### config.mk
export PLATFORM = sky130hd
export DESIGN_NAME = jtag_nibble_command_engine
export DESIGN_NICKNAME = d
export VERILOG_FILES = /design/src/rtl/jnce_pkg.sv /design/src/rtl/jtag_nibble_command_engine.sv /design/src/rtl/jnce_lane.sv /design/src/rtl/jnce_merge.sv
export SDC_FILE = /design/constraint.sdc
export NUM_CORES = 1
export LEC_CHECK = 0
export BUFFER_PORTS_ARGS = -buffer_cell sky130_fd_sc_hd__buf_2
export CAP_MARGIN = 5
export CORE_ASPECT_RATIO = 1.25
export CORE_MARGIN = 2
export CORE_UTILIZATION = 53
export CTS_CLUSTER_SIZE = 20
export DETAILED_ROUTE_END_ITERATION = 16
export PLACE_DENSITY = 0.78
export SLEW_MARGIN = 20
export SYNTH_ARGS = -nofsm -noshare
export SYNTH_HDL_FRONTEND = slang
export SYNTH_HIERARCHICAL = 1
export SYNTH_SLANG_ARGS = --single-unit
### constraint.sdc
create_clock -name clk -period 2.4 [get_ports clk]
set_clock_uncertainty 0.1 [all_clocks]
set_input_delay 0.36 -clock clk [delete_from_list [all_inputs] [get_ports clk]]
set_output_delay 0.36 -clock clk [all_outputs]
set_load 0.05 [all_outputs]
### src/rtl/jnce_pkg.sv
`timescale 1ns / 1ps
`default_nettype none
// ----------------------------------------------------------------------------
// jnce_pkg
// Types and codes shared by the JTAG nibble command engine.
// ----------------------------------------------------------------------------
package jnce_pkg;

	typedef enum logic [1:0] {
		MODE_CMD      = 2'd0,
		MODE_READ_CLR = 2'd1,
		MODE_PEEK     = 2'd2,
		MODE_RESET    = 2'd3
	} mode_t;

	localparam logic [3:0] CODE_NOP   = 4'h0;
	localparam logic [3:0] CODE_SYNC  = 4'h1;
	localparam logic [3:0] MASK_CLASS = 4'hc;
	localparam logic [3:0] CLASS_TCK  = 4'h4;
	localparam logic [3:0] MASK_CHECK = 4'h8;

	localparam logic KIND_TCK    = 1'b0;
	localparam logic KIND_STATUS = 1'b1;

	typedef struct packed {
		logic [1:0] mode;
		logic       packet_start;
		logic [7:0] command_byte;
		logic       tdo_low;
		logic       tdo_high;
	} in_word_t;

	typedef struct packed {
		logic kind;
		logic tms;
		logic tdi;
		logic tdo_checked;
		logic tdo_mismatch;
		logic error_flag;
		logic last;
	} out_word_t;

	typedef struct packed {
		logic      valid;
		out_word_t word;
	} res_slot_t;

	typedef struct packed {
		res_slot_t slot;
		logic      skip;
		logic      err;
	} lane_out_t;

endpackage
`default_nettype wire

### src/rtl/jtag_nibble_command_engine.sv
`timescale 1ns / 1ps
`default_nettype none
// ----------------------------------------------------------------------------
// jtag_nibble_command_engine
// Plays command bytes of two JTAG nibble codes as TCK cycle words.
//
// Channel cmd carries one input word (mode, packet_start, command_byte,
// tdo_low, tdo_high); channel res carries result words, one per TCK cycle
// or status report, with last set on the final word of an input word.
// Both channels: a word moves when valid is high and stall is low.
// Two decode lanes handle the low and high nibble in the cycle a word is
// accepted; the merge stage buffers up to two results. Unless res stalls,
// words leave and bytes with one or no result are taken at one per cycle;
// a byte that yields two TCK words fills both entries and the next waits until
// its first word has left. Results appear in the cycle after acceptance.
// The buffer sets the pace: cmd stalls while it holds more than the word
// leaving this cycle. A stall on res holds the shown word.
// Reset (arst_n low) clears skip state, the error flag and the buffer.
// ----------------------------------------------------------------------------
module jtag_nibble_command_engine (
	input  wire logic                clk,
	input  wire logic                arst_n,
	input  wire logic                cmd_valid,
	output logic                     cmd_stall,
	input  wire jnce_pkg::in_word_t  cmd,
	output logic                     res_valid,
	input  wire logic                res_stall,
	output jnce_pkg::out_word_t      res
);
	import jnce_pkg::*;

	logic      skip_q, err_q;
	logic      ready, accept, skip_start;
	lane_out_t lane_lo, lane_hi;
	res_slot_t slot_a, slot_b;
	mode_t     mode;

	assign mode = mode_t'(cmd.mode);
	assign cmd_stall = !ready;
	assign accept = cmd_valid && ready;
	assign skip_start = skip_q && !cmd.packet_start;

	jnce_lane u_lane_lo (
		.code    (cmd.command_byte[3:0]),
		.tdo     (cmd.tdo_low),
		.skip_in (skip_start),
		.err_in  (err_q),
		.lane    (lane_lo)
	);

	jnce_lane u_lane_hi (
		.code    (cmd.command_byte[7:4]),
		.tdo     (cmd.tdo_high),
		.skip_in (lane_lo.skip),
		.err_in  (lane_lo.err),
		.lane    (lane_hi)
	);

	always_comb begin
		slot_a = lane_lo.slot;
		slot_b = lane_hi.slot;
		if (mode == MODE_READ_CLR || mode == MODE_PEEK) begin
			slot_a = '0;
			slot_a.valid = 1'b1;
			slot_a.word.kind = KIND_STATUS;
			slot_a.word.error_flag = err_q;
			slot_b.valid = 1'b0;
		end else if (mode == MODE_RESET) begin
			slot_a.valid = 1'b0;
			slot_b.valid = 1'b0;
		end
	end

	always_ff @(posedge clk or negedge arst_n) begin
		if (!arst_n) begin
			skip_q <= 1'b0;
			err_q <= 1'b0;
		end else if (accept) begin
			unique case (mode)
				MODE_CMD: begin
					skip_q <= lane_hi.skip;
					err_q <= lane_hi.err;
				end
				MODE_READ_CLR: begin
					err_q <= 1'b0;
				end
				MODE_PEEK: begin
					err_q <= err_q;
				end
				MODE_RESET: begin
					skip_q <= 1'b0;
					err_q <= 1'b0;
				end
				default: begin
					err_q <= err_q;
				end
			endcase
		end
	end

	jnce_merge u_merge (
		.clk       (clk),
		.arst_n    (arst_n),
		.push      (accept),
		.lane_a    (slot_a),
		.lane_b    (slot_b),
		.ready     (ready),
		.res_valid (res_valid),
		.res_stall (res_stall),
		.res       (res)
	);

endmodule
`default_nettype wire

### src/rtl/jnce_lane.sv
`timescale 1ns / 1ps
`default_nettype none
// ----------------------------------------------------------------------------
// jnce_lane
// Decodes one 4-bit JTAG code against the incoming skip and error state.
// ----------------------------------------------------------------------------
module jnce_lane (
	input  wire logic [3:0]         code,
	input  wire logic               tdo,
	input  wire logic               skip_in,
	input  wire logic               err_in,
	output jnce_pkg::lane_out_t     lane
);
	import jnce_pkg::*;

	logic mis;

	always_comb begin
		mis = (code[2] != tdo);
		lane = '0;
		lane.skip = 1'b0;
		lane.err = err_in;
		lane.slot.word.kind = KIND_TCK;
		lane.slot.word.tms = code[1];
		lane.slot.word.tdi = code[0];
		lane.slot.word.error_flag = err_in;
		priority if (skip_in) begin
			lane.slot.valid = 1'b0;
		end else if (code == CODE_NOP) begin
			lane.slot.valid = 1'b0;
		end else if (code == CODE_SYNC) begin
			lane.skip = 1'b1;
		end else if ((code & MASK_CLASS) == CLASS_TCK) begin
			lane.slot.valid = 1'b1;
		end else if ((code & MASK_CHECK) == MASK_CHECK) begin
			lane.slot.valid = 1'b1;
			lane.slot.word.tdo_checked = 1'b1;
			lane.slot.word.tdo_mismatch = mis;
			lane.err = err_in | mis;
			lane.slot.word.error_flag = err_in | mis;
		end else begin
			lane.slot.valid = 1'b0;
		end
	end

endmodule
`default_nettype wire

### src/rtl/jnce_merge.sv
`timescale 1ns / 1ps
`default_nettype none
// ----------------------------------------------------------------------------
// jnce_merge
// Packs the lane results of one word into a two-entry output buffer and
// plays them out, one word per cycle unless stalled, marking the final one.
// ----------------------------------------------------------------------------
module jnce_merge (
	input  wire logic                clk,
	input  wire logic                arst_n,
	input  wire logic                push,
	input  wire jnce_pkg::res_slot_t lane_a,
	input  wire jnce_pkg::res_slot_t lane_b,
	output logic                     ready,
	output logic                     res_valid,
	input  wire logic                res_stall,
	output jnce_pkg::out_word_t      res
);
	import jnce_pkg::*;

	out_word_t  slot0_q, slot1_q;
	out_word_t  slot0_d, slot1_d;
	logic [1:0] rem_q;
	logic       rd_q;
	logic [1:0] n;
	logic       pop;

	assign n = {1'b0, lane_a.valid} + {1'b0, lane_b.valid};
	assign res_valid = (rem_q != 2'd0);
	assign pop = res_valid && !res_stall;
	assign ready = (rem_q == 2'd0) || ((rem_q == 2'd1) && !res_stall);
	assign res = rd_q ? slot1_q : slot0_q;

	always_comb begin
		slot0_d = lane_a.valid ? lane_a.word : lane_b.word;
		slot0_d.last = !(lane_a.valid && lane_b.valid);
		slot1_d = lane_b.word;
		slot1_d.last = 1'b1;
	end

	always_ff @(posedge clk or negedge arst_n) begin
		if (!arst_n) begin
			rem_q <= 2'd0;
			rd_q <= 1'b0;
		end else if (push) begin
			rem_q <= n;
			rd_q <= 1'b0;
		end else if (pop) begin
			rem_q <= rem_q - 2'd1;
			rd_q <= 1'b1;
		end
	end

	always_ff @(posedge clk) begin
		if (push) begin
			slot0_q <= slot0_d;
			slot1_q <= slot1_d;
		end
	end

`ifndef SYNTHESIS
	a_rem_range: assert property (@(posedge clk) disable iff (!arst_n)
		rem_q != 2'd3) else $error("buffer count out of range");
	a_push_ready: assert property (@(posedge clk) disable iff (!arst_n)
		push |-> ready) else $error("push while buffer busy");
	a_push_shows: assert property (@(posedge clk) disable iff (!arst_n)
		(push && n != 2'd0) |=> res_valid) else $error("pushed results not shown");
	a_final_last: assert property (@(posedge clk) disable iff (!arst_n)
		(rem_q == 2'd1) |-> res.last) else $error("final word lacks last");
`endif

endmodule
`default_nettype wire
==> metrics.yaml <==
routing:
  vias: 744
  antenna_left: 0
  wl_per_cell_um: 13.2
  drc: 0
  drt_iter0_drc: 14
  wl_um: 1910
  via_per_inst: 5.17
  firstDrtPassIters: 3
die:
  start_util_pct: 57.4
  fp.coreArea_mm2: 0.00200
  dieHeight_um: 56.1
  die_x_um: 45.7
  ioPinCount: 26
  rows: 18
  die_area_mm2: 0.00256
cts:
  cts_max_level: 1
  cts_tree: "built"
  worstSkewPairLatency_ns: 0.28
  cts_buffers: 3
  clkSinkCount: 18
  cts_setup_buffers: 0
  cts_resized: 0
  root_buffer: "clkbuf_4"
  cts-hold-fix-buffers: 1
  path_clk_slew_ns: 0.10
  clk_path_buf_depth: 2
placement:
  pre_cts_slack_ns: 0.316
  port-buffer-count: 25
  place_congestion: 0.866
  dpl.hpwl_um: 1570
global_routing:
  gr-total-overflow: 0
  grt_pass1_wl_um: 3270
  grt_pass1_vias: 802
  antenna_found_initial: 0
  grt_max_degree: 13
  grt_use_total_pct: 17.5
setup_path:
  start_kind: "register"
  critPathCaptureType: "register"
  r2r_cells: 7
  r2r_setup_slack_ns: 0.28
  slowest_stage: "and2_1"
  crit_chain: "inv_1 -> ha_1 -> inv_1 -> o21ai_0 -> and2_1 -> nor2b_1 -> a221o_1"
  crit_top_cell: "inv_1"
  reg2reg_from: "u_merge/rem_q[1]$_DFFE_PN0P_"
  path_max_fanout: 12
  cp.arrival_ns: 2.18
  critical_path_class: "reg2reg"
  max_stage_delay_ns: 0.47
  cp.required_ns: 2.46
  r2r_end: "u_merge/rem_q[1]$_DFFE_PN0P_"
worst_hold_path:
  hold_end: "u_merge/slot1_q[4]$_DFFE_PP_"
  hp-start: "cmd[6]"
  hold_path_class: "in2reg"
  hold_depth: 1
synthesis:
  syn-cell-area_mm2: 0.00115
  syn-mean-instance-area_um2: 11.3
  synth_fp_nets: 125
  yosys_warnings: 6
  syn_inst: 102
final_layout:
  finish.utilization_pct: 64.0
  antenna_cells: 0
  nNetsFinal: 148
  layout_common_cells: "25 x buf_2, 13 x edfxtp_1, 12 x inv_1, 11 x mux2_2, 8 x nor2_1"
  area_growth_pct: 11.4
  drive_gt1_share_pct: 41.1
  final_common_cell: "buf_2"
timing:
  rsz0062_at_grt: "no"
  finalHoldViolCount: 0
  slew_violations: 0
  min_period_ns: 2.12
  finalSetupViolCount: 0
  finalCritPeriodShare_pct: 88.3
  tns_ns: 0
  fmax_mhz: 472
  final.setup.worst_slack_ns: 0.280
flow_run:
  cap_violations: 0
pwr:
  p_leak_nw: 0.592
  powerDensity_mw_per_mm2: 1070
  peakVddDrop_uv: 803
  power_mw: 1.37
run_status:
  outcome: "complete, no violations"
==> critical path, delay by kind of cell (launching register included) <==
kind	cells	cell delay, ns
buffers and inverters	2	0.11
AO/OA/AOI/OAI	2	0.68
adder cells (fa/ha/maj)	1	0.15
AND/OR/NAND/NOR	2	0.57
flip-flops	1	0.39
==> per-stage QoR <==
| stage | instances | cell area [um^2] | hold WS (ns) |
|---|---|---|---|
| final | 144 | 1280 | 0.171 |
| after global routing | 144 | 1280 | 0.160 |
| after floorplan | 102 | 1150 | -0.0356 |
| after global placement | 139 | 1250 | 0.0869 |
| after detailed placement | 139 | 1250 | 0.0928 |
| after CTS | 144 | 1280 | 0.166 |
==> where the power goes <==
group | switching (mW) | total [mW] | internal (mW) | leakage (nW)
Combinational | 0.476 | 0.725 | 0.248 | 0.392
Clock | 0.0873 | 0.152 | 0.0643 | 0.0150
Sequential | 0.0548 | 0.499 | 0.444 | 0.185
Total | 0.618 | 1.37 | 0.756 | 0.592
==> layer usage <==
metal | share of wire (%) | global-route usage (%) | vias to the layer above | routed length (um)
met5 | 0 | 0 | - | 0
met4 | 1.4 | 6.30 | 0 | 27
met3 | 2.2 | 1.95 | 2 | 41
met2 | 57 | 34.0 | 12 | 1100
met1 | 39 | 17.5 | 351 | 742
li1 | - | - | 379 | -
==> final cells by class <==
type | count | area (um^2)
clock buffer | 4 | 26.3
multi-input combinational | 62 | 520
fill | 180 | 722
timing repair buffer | 28 | 150
tap | 20 | 25.0
sequential | 18 | 515
inverter | 12 | 45.0
==> flip-flops by register name, indices dropped and copies added (netlist names) <==
name	flops
err_q	1
skip_q	1
u_merge/rd_q	1
u_merge/rem_q	2
u_merge/slot0_q	7
u_merge/slot1_q	6
==> worst max path at each step <==
stage	start	end	slack, ns
after floorplan	u_merge/rem_q[0]$_DFFE_PN0P_	u_merge/rem_q[0]$_DFFE_PN0P_	0.12
after global routing	u_merge/rem_q[1]$_DFFE_PN0P_	u_merge/rem_q[1]$_DFFE_PN0P_	0.10
after global placement	cmd[11]	u_merge/rem_q[0]$_DFFE_PN0P_	0.35
after detailed placement	u_merge/rem_q[1]$_DFFE_PN0P_	u_merge/slot0_q[6]$_DFFE_PP_	0.32
after CTS	u_merge/rem_q[1]$_DFFE_PN0P_	u_merge/slot0_q[3]$_DFFE_PP_	0.30
final	u_merge/rem_q[1]$_DFFE_PN0P_	u_merge/rem_q[1]$_DFFE_PN0P_	0.28
Power figures use the tool's default switching activity.
